### config.mk
export PLATFORM = sky130hd
export DESIGN_NAME = sksb_search
export DESIGN_NICKNAME = d
export VERILOG_FILES = /design/src/hdl/sksb_pkg.sv /design/src/hdl/sksb_search.sv
export SDC_FILE = /design/constraint.sdc
export NUM_CORES = 1
export LEC_CHECK = 0
export ABC_AREA = 1
export BUFFER_PORTS_ARGS = -buffer_cell sky130_fd_sc_hd__clkbuf_2
export CORE_AREA = 3 3 118 120
export CTS_CLUSTER_DIAMETER = 120
export CTS_CLUSTER_SIZE = 30
export DETAILED_ROUTE_END_ITERATION = 6
export DIE_AREA = 0 0 121 123
export PLACE_DENSITY = 0.8
export SYNTH_ARGS = -nofsm -noshare
export SYNTH_HDL_FRONTEND = slang
export SYNTH_SLANG_ARGS = --single-unit
export TNS_END_PERCENT = 100
### constraint.sdc
create_clock -name clock -period 3.98 [get_ports clock]
set_input_delay 0.796 -clock clock [delete_from_list [all_inputs] [get_ports clock]]
set_output_delay 0.796 -clock clock [all_outputs]
set_load 0.01 [all_outputs]
### src/hdl/sksb_pkg.sv
// Shared constants and types for the sorted key search block.
// No dependencies; used by the search engine, the top level and the checker.
package sksb_pkg;

   localparam int TABLE_DEPTH = 4096;
   localparam int IDX_W       = $clog2(TABLE_DEPTH);
   localparam int BND_W       = IDX_W + 1;
   localparam int CSR_W       = 13;
   localparam int KEY_W       = 16;
   localparam int VAL_W       = 16;
   localparam int ENTRY_W     = KEY_W + VAL_W;

   localparam logic OP_LOAD   = 1'b0;
   localparam logic OP_LOOKUP = 1'b1;

   typedef struct packed {
      logic               wr_en;
      logic [IDX_W-1:0]   wr_addr;
      logic [ENTRY_W-1:0] wr_data;
      logic               rd_en;
      logic [IDX_W-1:0]   rd_addr;
   } mem_req_type;

endpackage

### src/hdl/sksb_search.sv
// Search sequencer: entry count register, binary search control, result register.
// Depends on sksb_pkg; drives the table RAM through mem_req_type.
module sksb_search
   import sksb_pkg::*;
(
   input  logic               clock,
   input  logic               reset,
   input  logic               csr_wr_en,
   input  logic [CSR_W-1:0]   csr_wr_data,
   input  logic               req_valid,
   output logic               req_stall,
   input  logic               req_op,
   input  logic [IDX_W-1:0]   req_entry_index,
   input  logic [KEY_W-1:0]   req_entry_key,
   input  logic [VAL_W-1:0]   req_entry_value,
   input  logic [KEY_W-1:0]   req_search_key,
   input  logic [VAL_W-1:0]   req_fallback_value,
   output logic               rsp_valid,
   input  logic               rsp_stall,
   output logic               rsp_found,
   output logic [VAL_W-1:0]   rsp_result_value,
   output logic [IDX_W-1:0]   rsp_match_index,
   output mem_req_type        mem_req,
   input  logic [ENTRY_W-1:0] mem_rd_data
);

   localparam logic [1:0] ST_IDLE  = 2'd0;
   localparam logic [1:0] ST_PROBE = 2'd1;
   localparam logic [1:0] ST_CMP   = 2'd2;

   logic [1:0]       state_ff, state_in;
   logic [CSR_W-1:0] count_ff, count_in;
   logic             rsp_valid_ff, rsp_valid_in;

   logic [BND_W-1:0] low_ff, low_in;
   logic [BND_W-1:0] hi_ff, hi_in;
   logic [IDX_W-1:0] mid_ff, mid_in;
   logic [KEY_W-1:0] key_ff, key_in;
   logic [VAL_W-1:0] fb_ff, fb_in;
   logic             found_ff, found_in;
   logic [VAL_W-1:0] value_ff, value_in;
   logic [IDX_W-1:0] index_ff, index_in;

   logic             req_acc;
   logic             slot_free;
   logic [BND_W-1:0] count_sat;
   logic [BND_W-1:0] span;
   logic [IDX_W-1:0] mid_calc;
   logic [KEY_W-1:0] probe_key;
   logic [VAL_W-1:0] probe_val;

   assign req_stall = (state_ff != ST_IDLE);
   assign req_acc   = req_valid && !req_stall;
   assign slot_free = !rsp_valid_ff || !rsp_stall;

   assign count_sat = (BND_W'(count_ff) >= BND_W'(TABLE_DEPTH)) ? BND_W'(TABLE_DEPTH)
                                                               : BND_W'(count_ff);
   // hi_ff is an exclusive bound, so the inclusive span is hi - low - 1
   assign span      = hi_ff - low_ff - BND_W'(1);
   assign mid_calc  = IDX_W'(low_ff + (span >> 1));
   assign probe_key = mem_rd_data[ENTRY_W-1 -: KEY_W];
   assign probe_val = mem_rd_data[VAL_W-1:0];

   always_comb begin
      state_in     = state_ff;
      count_in     = count_ff;
      rsp_valid_in = rsp_valid_ff;
      low_in       = low_ff;
      hi_in        = hi_ff;
      mid_in       = mid_ff;
      key_in       = key_ff;
      fb_in        = fb_ff;
      found_in     = found_ff;
      value_in     = value_ff;
      index_in     = index_ff;
      mem_req      = '0;

      if (csr_wr_en) begin
         count_in = csr_wr_data;
      end
      // drop the delivered beat
      if (rsp_valid_ff && !rsp_stall) begin
         rsp_valid_in = 1'b0;
      end

      unique case (state_ff)
         ST_IDLE: begin
            if (req_acc) begin
               if (req_op == OP_LOAD) begin
                  mem_req.wr_en   = (BND_W'(req_entry_index) < BND_W'(TABLE_DEPTH));
                  mem_req.wr_addr = req_entry_index;
                  mem_req.wr_data = {req_entry_key, req_entry_value};
               end else begin
                  key_in   = req_search_key;
                  fb_in    = req_fallback_value;
                  low_in   = '0;
                  hi_in    = count_sat;
                  state_in = ST_PROBE;
               end
            end
         end
         ST_PROBE: begin
            if (low_ff < hi_ff) begin
               mem_req.rd_en   = 1'b1;
               mem_req.rd_addr = mid_calc;
               mid_in          = mid_calc;
               state_in        = ST_CMP;
            end else if (slot_free) begin
               rsp_valid_in = 1'b1;
               found_in     = 1'b0;
               value_in     = fb_ff;
               index_in     = '0;
               state_in     = ST_IDLE;
            end
         end
         ST_CMP: begin
            if (key_ff == probe_key) begin
               // hold the read data until the result register frees up
               if (slot_free) begin
                  rsp_valid_in = 1'b1;
                  found_in     = 1'b1;
                  value_in     = probe_val;
                  index_in     = mid_ff;
                  state_in     = ST_IDLE;
               end
            end else begin
               if (key_ff > probe_key) begin
                  low_in = BND_W'(mid_ff) + BND_W'(1);
               end else begin
                  hi_in = BND_W'(mid_ff);
               end
               state_in = ST_PROBE;
            end
         end
         default: begin
            state_in = ST_IDLE;
         end
      endcase
   end

   always_ff @(posedge clock) begin
      if (reset) begin
         state_ff     <= ST_IDLE;
         count_ff     <= '0;
         rsp_valid_ff <= 1'b0;
      end else begin
         state_ff     <= state_in;
         count_ff     <= count_in;
         rsp_valid_ff <= rsp_valid_in;
      end
   end

   always_ff @(posedge clock) begin
      low_ff   <= low_in;
      hi_ff    <= hi_in;
      mid_ff   <= mid_in;
      key_ff   <= key_in;
      fb_ff    <= fb_in;
      found_ff <= found_in;
      value_ff <= value_in;
      index_ff <= index_in;
   end

   assign rsp_valid        = rsp_valid_ff;
   assign rsp_found        = found_ff;
   assign rsp_result_value = value_ff;
   assign rsp_match_index  = index_ff;

endmodule

**Yosys cells after proc, flatten, opt, wreduce, memory -nomap -nowiden**

Cells that the tools add are included.

- Register bits after elaboration: 115
- Logic and storage cells: 88

- Add/subtract/negate cells: 4
- Order comparisons: 3
- Equality and inequality tests: 12
- Multiplexer cells: 42
- Reductions and logical operators: 16

Operator list:

| kind | number |
|---|---|
| 2-to-1 mux 13 bit | 11 |
| 2-to-1 mux 45 bit | 3 |
| 2-to-1 mux 16 bit | 4 |
| case mux 13 bit (2 select lines) | 2 |
| 2-to-1 mux 12 bit | 4 |
| case mux 16 bit (2 select lines) | 1 |
| case mux 12 bit (2 select lines) | 1 |
| inequality test 2 bit, second input constant | 9 |
| == test 16 bit | 1 |
| > comparator 16 bit | 1 |
| AND reduction 5 bit | 3 |
| adder 12 x 1 -> 13 bit, second input constant | 1 |
| greater-or-equal comparator 13 bit, second input constant | 1 |
| < comparator 13 bit | 1 |
| subtractor 13 x 1 -> 13 bit, second input constant | 1 |
| subtractor 13 bit | 1 |
| adder 12 bit | 1 |
| 2-to-1 mux 2 bit | 5 |
| 2-to-1 mux 1 bit | 8 |
| case mux 2 bit (3 select lines) | 1 |
| nonzero test 2 bit | 3 |
| case mux 1 bit (2 select lines) | 2 |
| AND reduction 2 bit | 2 |
| logical NOT 1 bit | 3 |
| 6 further kinds | 7 |

**Logic depth before layout (Yosys ltp)**

Gate-level depths: netlist of run 1.

- Depth in word-level cells: 6
- Depth in mapped cells: 20

**Worst setup path after synthesis of run 1**

Ideal clock, no wire load.

- Path kind: input-to-reg
- From: in mem_rd_data[31]
- To: reg found_ff (netlist: rsp_found) (enable)
- Arrival: 2.963 ns
- Slack: 0.602 ns
- Stages on the path: 10
- Path buffers: 0
- Path through: inv_1 > ha_1 > nand2_2 > nor2_4 > nand2_1 > nor2_2 > nand2_2 > nand2_2 > o211ai_1 > nor2_1

- Word-level cells in the longest chain between the ends: 3

RTL lines:

| item | line | RTL |
|---|---|---|
| start, declared | sksb_search.sv:24 | `input logic [ENTRY_W-1:0] mem_rd_data` |
| == test 16 bit | sksb_search.sv:117 | `if (key_ff == probe_key) begin` |
| inequality test 2 bit (no source line) | -- |  |
| AND reduction 5 bit (no source line) | -- |  |
| end signal, assigned | sksb_search.sv:159 | `found_ff <= found_in;` |
| end, declared | sksb_search.sv:40 | `logic found_ff, found_in;` |

Every way passes these cells.
A chain may end at the register's enable or synchronous reset.

==> results summary, run 1 <==
The die covers 14900 um2. The post-synthesis instance area came out at 6690 um2. After synthesis, the most frequently instantiated cells are nand2_1, nor2_1, inv_1. The dominant synthesized flop cell is edfxtp_1. The critical path goes through buf_6 > fa_2 > ha_1 > inv_1 > fa_2 > inv_2 > nand3_1 > nand2_2 > a21boi_2 > o21bai_1 > xor2_1 > nor2_1 > clkbuf_2. Setup violations remaining at the end of the flow were counted as 0.

The placed instance area came out at 7970 um2. The worst path in the final design needs a cycle of 3950 ps, including I/O delays and setup. The worst hold margin came out at 497 ps. The die boundary width is 121 um. STA classifies the critical path startpoint as a flop. Along the worst path, the maximum fanout reaches 3. The placeable core region is 13100 um2. The number of synthesis warnings is 0.

The achievable clock frequency came out at 253 MHz. Counting flops with a built-in enable in the synthesized netlist gives 99. The buffer levels on the longest clock path came out at 2.

Counting every instance in the synthesized netlist gives 789. The number of hold violations in the final report came to 0. Of the post-synthesis cell area, the dominant cell type holds 44.4%.

The number of cells traversed by the worst hold path came out at 2. The type of the worst min-delay path is reg -> reg. The maximum vdd drop came out at 0.351 mV. The arrival time of data at the critical path endpoint is 3150 ps. The number of buffer cells added on primary ports came out at 215. The mean instance size in the synthesized netlist came out at 8.48 um2. Among all cell types in the netlist, the one instantiated most often is nand2_1. The analysis attributes to cell leakage a power of 4.58 nW. The number of antenna violations at the first check in global routing was 0. The post-detailed-routing wire length came out at 19600 um. The level count of the clock H-tree is 4. The largest net degree at the start of global routing came out at 47. The area of all placed cells without fillers is 9080 um2. The setup slack on the worst flop-to-flop path is 980 ps. The worst setup path is captured at an output port. The startpoint identified for the worst hold timing path is count_ff[3]$_SDFFE_PP0P_. Once detailed placement completed, the half-perimeter wirelength came to 14400 um. Synthesis inferred 115 register bits. The initial cell density of the core is 51.1%. The setup path with the least slack is of type reg -> out. After floorplanning, the core was divided into 42 placement rows. The net count of the mapped netlist came out at 974. The worst hold path terminates at count_ff[3]$_SDFFE_PP0P_. By area the synthesized netlist is led by edfxtp_1, nand2_1, ha_1, nor2_1, inv_1.

The number of nets at the end of the flow came out at 1221. The clock root buffer is clkbuf_16. The post-route clock period utilization is 99.2%. The detailed router placed 6134 vias in this run. The number of cell instances on the worst register-to-register path came out at 19. In this design, the critical path's most frequently occurring cell is fa_2. Among all stages on the critical path, the largest delay is contributed by fa_2. The final count of pins violating max slew is 0. The reported max-cap violation count is 0. The power density over the cells is 788 nW/um2. Summing the sequential cell areas from Yosys gives 49.2% of the chip area.

The worst register-to-register path begins at low_ff[3]$_SDFFCE_PN0P_. The run finished with clean final reports. In this run the vertical extent of the chip is 123 um. The routability congestion estimate from global placement is 0.945. The aggregate global-route resource usage is 25.5%.

The number of antenna cells inserted is 0. The synthesis-to-layout area growth came out at 35.7%. The via count of the first global-routing pass is 5847. edfxtp_1 takes more of the synthesized area than any other cell. Dividing the detail-routed wire length by the instance count gives 16.0 um. For the pin with the worst max-slew slack, the measured transition is 658 ps. The CTS buffer count is 17.

After synthesis, the netlist uses 32 different library cells. The clock slew seen by the registers of the worst setup and hold paths came out at 50 ps. The first TritonRoute pass finished after 7 iterations.

TritonCTS built the clock tree. The remaining design rule violation count came out at 0. Setup repair after global routing could not meet its margin everywhere.

The number of vias per cell after detailed routing is 5.01. The worst stage delay on the critical path came out at 530 ps. The worst register-to-register path ends at mid_ff[10]$_DFFE_PP_. The final non-filler cell total came out at 1225.

The top-level I/O count came out at 216. The total power draw is 0.00715 W. Once placement completed, the tool counted placed cells totaling 1167. The fraction of layout instances using a drive strength above 1 is 35.0%.

Headroom to the max-slew limit came out at 56.1%. The endpoint required time on the critical path is 3180 ps. The global-route wire length before repair came out at 28800 um.

The clock latency of the later-clocked register in the worst-skew pair is 420 ps. The count of hold buffers inserted by post-cts repair came out at 0. The fraction of synthesis flops using an asynchronous set or reset pin is 0%.

The final worst clock skew is 8.04 ps. In this run, the number of DRC markers left after iteration 0 of detailed routing was 436. The count of nets left with antenna violations once routing finished came out at 0. The number of sinks on the clock net is 115. After global routing the overflow that remains totals 0.
==> placed cells by master (no fill, tap or decap), types with 5 or more instances in the layout <==
cell        count
edfxtp_1       99
nor2_1        108
clkbuf_16      17
dfxtp_1        16
nor2_2          9
ha_4            7
xor2_1         12
a21oi_2         7
nand2_1       194
ha_1           45
inv_2          10
nand3_1        26
nand2_2        21
clkinvlp_4      5
buf_4          32
inv_1         102
clkbuf_2      213
a21oi_1        30
nand4_1         6
o21ai_0        25
==> how the worst max path moves through the flow <==
stage	start	end	slack [ps]	cells after the start
finish	hi_ff[1]$_DFFE_PP_	mem_req[8]	30	13
CTS	low_ff[4]$_SDFFCE_PN0P_	mem_req[9]	9	18
floorplan	mem_rd_data[31]	rsp_found$_DFFE_PP_	600	10
global route	low_ff[3]$_SDFFCE_PN0P_	mem_req[11]	-100	20
global placement	low_ff[4]$_SDFFCE_PN0P_	mem_req[9]	340	16
detailed placement	low_ff[4]$_SDFFCE_PN0P_	mem_req[9]	270	16
==> worst max-delay path: cells and delay by family (launching register included) <==
| family | cells | cell delay [ps] |
|---|---|---|
| AO/OA/AOI/OAI | 2 | 250 |
| XOR/XNOR | 1 | 270 |
| adder cells (fa/ha/maj) | 3 | 1050 |
| buffers and inverters | 4 | 470 |
| flip-flops | 1 | 440 |
| AND/OR/NAND/NOR | 3 | 250 |
==> cells by family (layout without fill, tap and decap cells) <==
group,count (synthesis),in the layout,synth area share [%]
adders and majority gates,58,58,11.1
AOI/OAI and AO/OA,84,84,6.81
buffers and inverters,136,396,7.69
and+or+nand+nor,377,377,22.7
xor gates and xnor gates,19,19,2.49
DFF,115,115,49.2
==> what timing repair did <==
item                       CTS  global route
setup endpoints to repair    7             8
resized for setup           17            68
pin swaps                    8            33
buffers inserted             6            20
==> power by group <==
| group | switching (W) | internal [W] |
|---|---|---|
| Clock | 0.000551 | 0.000949 |
| Sequential | 0.000160 | 0.00173 |
| Combinational | 0.00227 | 0.00150 |
==> metrics by stage <==
step / worst slack [ps] / util [%] / setup TNS [ps]
after global placement: 341 / 60.9 / 0
after detailed placement: 271 / 60.9 / 0
final: 32.1 / 69.4 / 0
after floorplan: 602 / - / 0
after global routing: -98.8 / 69.4 / -499
after CTS: 9.18 / 66.3 / 0
==> layer usage <==
metal | wire, um | share of wire (%) | GRT usage, % | vias to the layer above
met2 | 10500 | 54 | 45.9 | 249
met3 | 1350 | 6.9 | 6.27 | 45
met1 | 7180 | 37 | 28.9 | 2811
met5 | 0 | 0 | 0 | -
li1 | - | - | - | 3029
met4 | 563 | 2.9 | 10.7 | 0
==> flip-flops by register name, indices dropped and copies added, names as in the netlist <==
signal,count
fb_ff,16
rsp_match_index,12
key_ff,16
state_ff,2
rsp_result_value,16
low_ff,13
hi_ff,13
count_ff,13
mid_ff,12
rsp_found,1
rsp_valid,1
==> area by class of cell <==
class	instances	area [um2]
timing repair buffer	249	1340
fill	985	4010
multi-input combinational	538	3200
tap	176	220
clock inverter	13	135
inverter	115	437
sequential	115	3290
clock buffer	19	453
Note: power is estimated with default switching activity, not from simulation.
==> run 2, diff against run 1 <==
- CORE_AREA: 3 3 118 120 -> 4 4 119 121
- DIE_AREA: 0 0 121 123 -> 0 0 123 125
==> results summary, run 2 (synthesis results as in run 1) <==
The post-route worst setup slack is -0.250 ps (was 32.1 ps). The aggregate global-route resource usage is 24.9% (was 25.5%). The fraction of layout instances using a drive strength above 1 is 33.5% (was 35.0%). The total power draw is 0.00707 W (was 0.00715 W). The buffer levels on the longest clock path came out at 2 (unchanged).

The worst setup timing slack at the placement stage is 275 ps (was 271 ps). The clock latency of the later-clocked register in the worst-skew pair came out at 420 ps (about the same). The synthesis-to-layout area growth is 35.2% (was 35.7%). The type of element launching the critical path is a flop (unchanged). The most used routing layer is met2 (unchanged). The critical setup path kind is reg -> out (unchanged). The number of nets at the end of the flow is 1220 (was 1221).

The CTS buffer count came to 17 (unchanged). The slowest cell on the critical path is edfxtp_1 (was fa_2). The met3 track demand over resource came out at 7.36% (was 6.27%). The share of total power in combinational logic came to 50.3% (was 52.7%). The largest fanout on the critical path was 4 (was 3). The remaining antenna violation count after routing is 0 (unchanged). The top-level I/O count is 216 (unchanged). The sum of overflow across all layers after global routing came out at 0 (unchanged).

The post-detailed-route wirelength per cell is 16.1 um (was 16.0 um). The final worst clock skew is 8.93 ps (was 8.04 ps). The post-detailed-routing wire length is 19700 um (was 19600 um). Unrepaired setup endpoints after global routing: true (unchanged). The number of sinks on the clock net is 115 (unchanged). The arrival time of data at the critical path endpoint is 3180 ps (was 3150 ps). The clock slew seen by the registers of the worst setup and hold paths is 50 ps (about the same). The detailed-placement wirelength estimate was 14300 um (was 14400 um). The routability congestion estimate from global placement was 0.947 (was 0.945). The worst hold margin was 498 ps (was 497 ps).

The number of vias in the routed layout came out at 6192 (was 6134). The most common cell after layout, fill and taps aside was clkbuf_2 (unchanged). The clock root buffer is clkbuf_16 (unchanged). The part of the total power dissipated in sequential elements is 26.9% (was 26.4%). The TritonCTS clock tree is built (unchanged). The maximum vdd drop is 0.312 mV (was 0.351 mV). The worst stage delay on the critical path came out at 440 ps (was 530 ps). The global-route wire length before repair came out at 29400 um (was 28800 um). The met1 usage in global routing came to 27.7% (was 28.9%). The switching power share of the total is 40.3% (was 41.7%). The type of the worst min-delay path is reg -> reg (unchanged).

The reported net switching power came out at 0.00285 W (was 0.00298 W). The number of iterations in the first detailed-routing pass came out at 5 (was 7). The number of cell rows is 42 (unchanged).

The achievable clock frequency was 251 MHz (was 253 MHz). The static leakage came out at 4.58 nW (about the same). The final count of pins violating max slew came to 0 (unchanged).

The largest net degree at the start of global routing is 47 (unchanged). Result of the run: finished, violations left (was finished clean). The worst-case headroom to the max-slew limit came to 55.5% (was 56.1%). The level count of the clock H-tree is 4 (unchanged). The number of buffer cells added on primary ports is 215 (unchanged).

The top cell family by delay on the critical path is simple AND/OR/NAND/NOR gates (was adder cells). The total internal power was 0.00422 W (was 0.00417 W). The routing usage on met2 was 43.7% (was 45.9%). The number of antenna violations at the first check in global routing came out at 0 (unchanged). The number of hold violations in the final report is 0 (unchanged). The number of vias per cell after detailed routing came out at 5.06 (was 5.01). The final period demand of the worst path came out at 3980 ps (was 3950 ps).

The die boundary height was 125 um (was 123 um). The post-route clock period utilization is 100% (was 99.2%). The endpoint required time on the critical path is 3180 ps (about the same). The placeable core region is 13100 um2 (unchanged).

The via count of the first global-routing pass is 6091 (was 5847). The final non-filler cell total was 1223 (was 1225). The number of instances in the placed design is 1166 (was 1167). The remaining design rule violation count is 0 (unchanged).

The total of endpoints with negative setup slack in the final report came out at 1 (was 0). The count of buffer and inverter cells on the critical path was 4 (unchanged). The reported max-cap violation count is 0 (unchanged). The type of destination of the critical path is an output port (unchanged). The checks that failed: setup timing. The power density over the cells is 782 nW/um2 (was 788 nW/um2). The proportion of power drawn by the clock network is 22.9% (was 21.0%). The violation count after the first detailed-routing iteration came to 402 (was 436). The die boundary width came out at 123 um (was 121 um). The number of antenna cells inserted is 0 (unchanged). The actual transition at the worst max-transition pin is 667 ps (was 658 ps).

The cell type with the highest occurrence count on the critical path was nand2_1 (was fa_2). The die footprint came out at 15400 um2 (was 14900 um2). Critical path cell sequence: inv_2 > ha_4 > nand2_1 > nand2_2 > nand2_1 > nand2_1 > a21oi_2 > buf_4 > xnor2_4 > ha_4 > a21oi_2 > nor2_1 > nor2_2 > nand2_2 > buf_4 > xor2_2 > nor2_1 > buf_2 (was buf_6 > fa_2 > ha_1 > inv_1 > fa_2 > inv_2 > nand3_1 > nand2_2 > a21boi_2 > o21bai_1 > xor2_1 > nor2_1 > clkbuf_2). Leading cell types in the layout, fill and taps excluded: clkbuf_2, nand2_1, nor2_1 (unchanged). The initial cell density of the core came out at 51.1% (unchanged).
==> run 2: changes by cell type in the layout (fill, tap and decap cells not counted), moves of 3 or more <==
cell / before / now
bufinv_16: 2 / 5
clkinvlp_4: 5 / 2
nand2_2: 21 / 15
o21ai_1: 4 / 7
o21ai_2: 4 / 1
clkinv_1: 1 / 5
nand2_1: 194 / 200
a21oi_4: 4 / 1
==> run 2: cell type report <==
cell class	count	area, um2
fillers	968	4040
well taps	176	220
clock inverters	13	190
flip-flops and latches	115	3290
multi-input cells	538	3160
repair buffers	248	1320
clock buffers	18	429
inverters	115	432
==> run 2: repair_timing <==
item / in CTS / in global routing
pin swaps: 4 / 31
setup endpoints to repair: 8 / 8
gates cloned: 0 / 0
buffers inserted: 4 / 22
hold buffers: 0 / 0
gates resized for setup: 12 / 59
==> run 2: power groups by stage <==
stage / clock network [W] / registers, W / logic [W]
after floorplan: 0 / 0.00189 / 0.00192
after global placement: 0 / 0.00189 / 0.00274
after detailed placement: 0 / 0.00191 / 0.00277
after CTS: 0.00163 / 0.00189 / 0.00292
after global routing: 0.00168 / 0.00192 / 0.00390
final: 0.00162 / 0.00190 / 0.00355
==> run 2: routing by layer <==
layer | vias up | routed length, um
li1 | 3018 | -
met2 | 272 | 10300
met1 | 2857 | 7120
met4 | 0 | 755
met3 | 45 | 1480
met5 | - | 0
==> run 2: worst reg2reg max path, cell delays in order (launching register included) <==
cell and delay, ps:
edfxtp_1 400, inv_1 100, ha_4 340, nand2_2 90, inv_2 70, nand2_1 90, nor3_2 130, nand2_1 110
nand3_2 330, inv_1 280, nor2_2 160, buf_4 410
==> run 2: stage by stage <==
stage	instance area, um2	utilization (%)	TNS, ps
floorplan	6690	-	0
finish	9050	69.1	-0.250
detailed placement	7960	60.9	0
CTS	8660	66.2	0
global placement	7960	60.9	0
global route	9050	69.1	-617
==> run 2: worst paths after layout <==
kind / from / to / slack (ps) / cells after the start
worst max register to register: low_ff[5]$_SDFFCE_PN0P_ / rsp_match_index[2]$_SDFFCE_PN0P_ / 1100 / 11
worst min-delay path: count_ff[10]$_SDFFE_PP0P_ / count_ff[10]$_SDFFE_PP0P_ / 500 / 2
worst min register to register: count_ff[10]$_SDFFE_PP0P_ / count_ff[10]$_SDFFE_PP0P_ / 500 / 2
worst max-delay path: low_ff[2]$_SDFFCE_PN0P_ / mem_req[7] / -0.2 / 18
==> run 3, diff against run 2 <==
- SKIP_LAST_GASP: unset -> 1
- SLEW_MARGIN: unset -> 30
==> results summary, run 3 (synthesis results as in run 1) <==
The achievable clock frequency came to 252 MHz (was 251 MHz). The fraction of layout instances using a drive strength above 1 is 33.2% (was 33.5%). The arrival time of data at the critical path endpoint came out at 3170 ps (was 3180 ps). The static leakage is 4.60 nW (was 4.58 nW).

The remaining antenna violation count after routing is 0 (unchanged). The type of destination of the critical path was an output port (unchanged). The worst-case headroom to the max-slew limit came out at 55.5% (about the same). The final worst clock skew was 14.8 ps (was 8.93 ps).

The top-level I/O count is 216 (unchanged). The buffer levels on the longest clock path is 2 (unchanged). The number of antenna cells inserted is 0 (unchanged). The violation count after the first detailed-routing iteration was 390 (was 402).

The via count of the first global-routing pass came out at 6073 (was 6091). The placeable core region is 13100 um2 (unchanged). Result of the run: finished clean (was finished, violations left).

The die boundary height is 125 um (unchanged). The number of vias per cell after detailed routing is 5.08 (was 5.06). The die footprint is 15400 um2 (unchanged). The final period demand of the worst path is 3970 ps (was 3980 ps). The power density over the cells is 783 nW/um2 (was 782 nW/um2). The most common cell after layout, fill and taps aside is clkbuf_2 (unchanged). The global-route wire length before repair came to 29400 um (about the same). The aggregate global-route resource usage is 24.8% (was 24.9%). Unrepaired setup endpoints after global routing: true (unchanged). The number of buffer cells added on primary ports was 215 (unchanged). The post-detailed-route wirelength per cell is 16.3 um (was 16.1 um). The die boundary width is 123 um (unchanged).

The number of sinks on the clock net is 115 (unchanged). The largest fanout on the critical path was 4 (unchanged). The total of endpoints with negative setup slack in the final report came out at 0 (was 1).

The detailed-placement wirelength estimate is 14300 um (unchanged). The post-detailed-routing wire length came out at 19900 um (was 19700 um). The routability congestion estimate from global placement is 0.947 (unchanged).

The post-route clock period utilization came out at 99.8% (was 100%). The TritonCTS clock tree is built (unchanged). The clock root buffer is clkbuf_16 (unchanged). The number of vias in the routed layout is 6222 (was 6192). The remaining design rule violation count is 0 (unchanged). The endpoint required time on the critical path came to 3180 ps (about the same). The number of antenna violations at the first check in global routing was 0 (unchanged). The reported max-cap violation count is 0 (unchanged). The CTS buffer count is 17 (unchanged). The largest net degree at the start of global routing came out at 47 (unchanged). Leading cell types in the layout, fill and taps excluded: clkbuf_2, nand2_1, nor2_1 (unchanged). The worst setup timing slack at the placement stage came to 275 ps (unchanged). The number of iterations in the first detailed-routing pass came out at 5 (unchanged).

The actual transition at the worst max-transition pin came out at 666 ps (was 667 ps). The type of element launching the critical path is a flop (unchanged). The post-route worst setup slack came out at 9.27 ps (was -0.250 ps). The critical setup path kind was reg -> out (unchanged). The level count of the clock H-tree is 4 (unchanged).

The initial cell density of the core came out at 51.1% (unchanged). The clock latency of the later-clocked register in the worst-skew pair came to 420 ps (about the same). The total power draw was 0.00708 W (was 0.00707 W). The synthesis-to-layout area growth is 35.1% (was 35.2%). The number of nets at the end of the flow is 1223 (was 1220). The final core area utilization came out at 69.1% (about the same). The setup slack on the worst flop-to-flop path was 1060 ps (was 1100 ps).

The worst hold margin is 499 ps (was 498 ps). The type of the worst min-delay path was reg -> reg (unchanged). The maximum vdd drop is 0.330 mV (was 0.312 mV). The count of hold buffers inserted by post-cts repair came out at 0 (unchanged). The number of hold violations in the final report is 0 (unchanged).

The clock slew seen by the registers of the worst setup and hold paths is 50 ps (about the same). The sum of overflow across all layers after global routing is 0 (unchanged). The number of cell rows came out at 42 (unchanged). The final count of pins violating max slew is 0 (unchanged).
==> run 3: changes by cell type in the layout (fill, tap and decap cells not counted), moves of 2 or more <==
cell,delta
buf_4,+3
nand2_1,+2
nand2_2,-2
o21ai_0,+2
o21ai_1,-2
xnor2_2,+2
==> run 3: final timing paths <==
check,to,depth (start not counted),startpoint
worst max-delay path,mem_req[11],17,hi_ff[4]$_DFFE_PP_
worst min-delay path,count_ff[10]$_SDFFE_PP0P_,2,count_ff[10]$_SDFFE_PP0P_
worst max register to register,rsp_match_index[1]$_SDFFCE_PN0P_,10,hi_ff[6]$_DFFE_PP_
worst min register to register,count_ff[10]$_SDFFE_PP0P_,2,count_ff[10]$_SDFFE_PP0P_
==> run 3: worst max-delay path: stages (launching register included) <==
cell      delay (ps)
edfxtp_1         450
ha_4             300
a21oi_2          160
nand2_1           80
a21oi_2          170
buf_4            140
o21ai_1           60
xnor2_1          150
inv_1             80
ha_1             310
inv_2             80
o21bai_2         100
a21oi_1          180
nand2_2           70
nand3_1           70
nand2_1           80
nor2_1           100
buf_2            150
==> run 3: layer usage <==
| layer | track usage (%) | vias up | part of all wire, % |
|---|---|---|---|
| li1 | - | 3025 | - |
| met1 | 27.7 | 2873 | 36 |
| met2 | 43.6 | 282 | 53 |
| met3 | 7.27 | 42 | 8.1 |
| met4 | 10.7 | 0 | 3.3 |
| met5 | 0 | - | 0 |
==> run 3: per-stage QoR <==
stage	area [um2]	cells	TNS [ps]
global route	9040	1226	-685
global placement	7960	1166	0
finish	9040	1226	0
detailed placement	7960	1166	0
floorplan	6690	789	0
CTS	8650	1201	-15.9
==> run 3: report_power, final <==
part,internal (W),switching [W]
Sequential,0.00173,0.000170
Clock,0.00109,0.000529
Combinational,0.00141,0.00215
Total,0.00423,0.00285
==> run 3: final cells by class <==
class	instances	area, um2
clock buffers	18	429
well taps	176	220
inverters	115	432
fillers	977	4050
clock inverters	13	190
flip-flops and latches	115	3290
multi-input cells	538	3130
repair buffers	251	1350
==> run 3: repair_timing <==
| action | 4_1_cts | 5_1_grt |
|---|---|---|
| endpoints found under the setup margin | 8 | 8 |
| pin swaps | 4 | 27 |
| resized for setup | 10 | 51 |
| setup buffers | 4 | 25 |
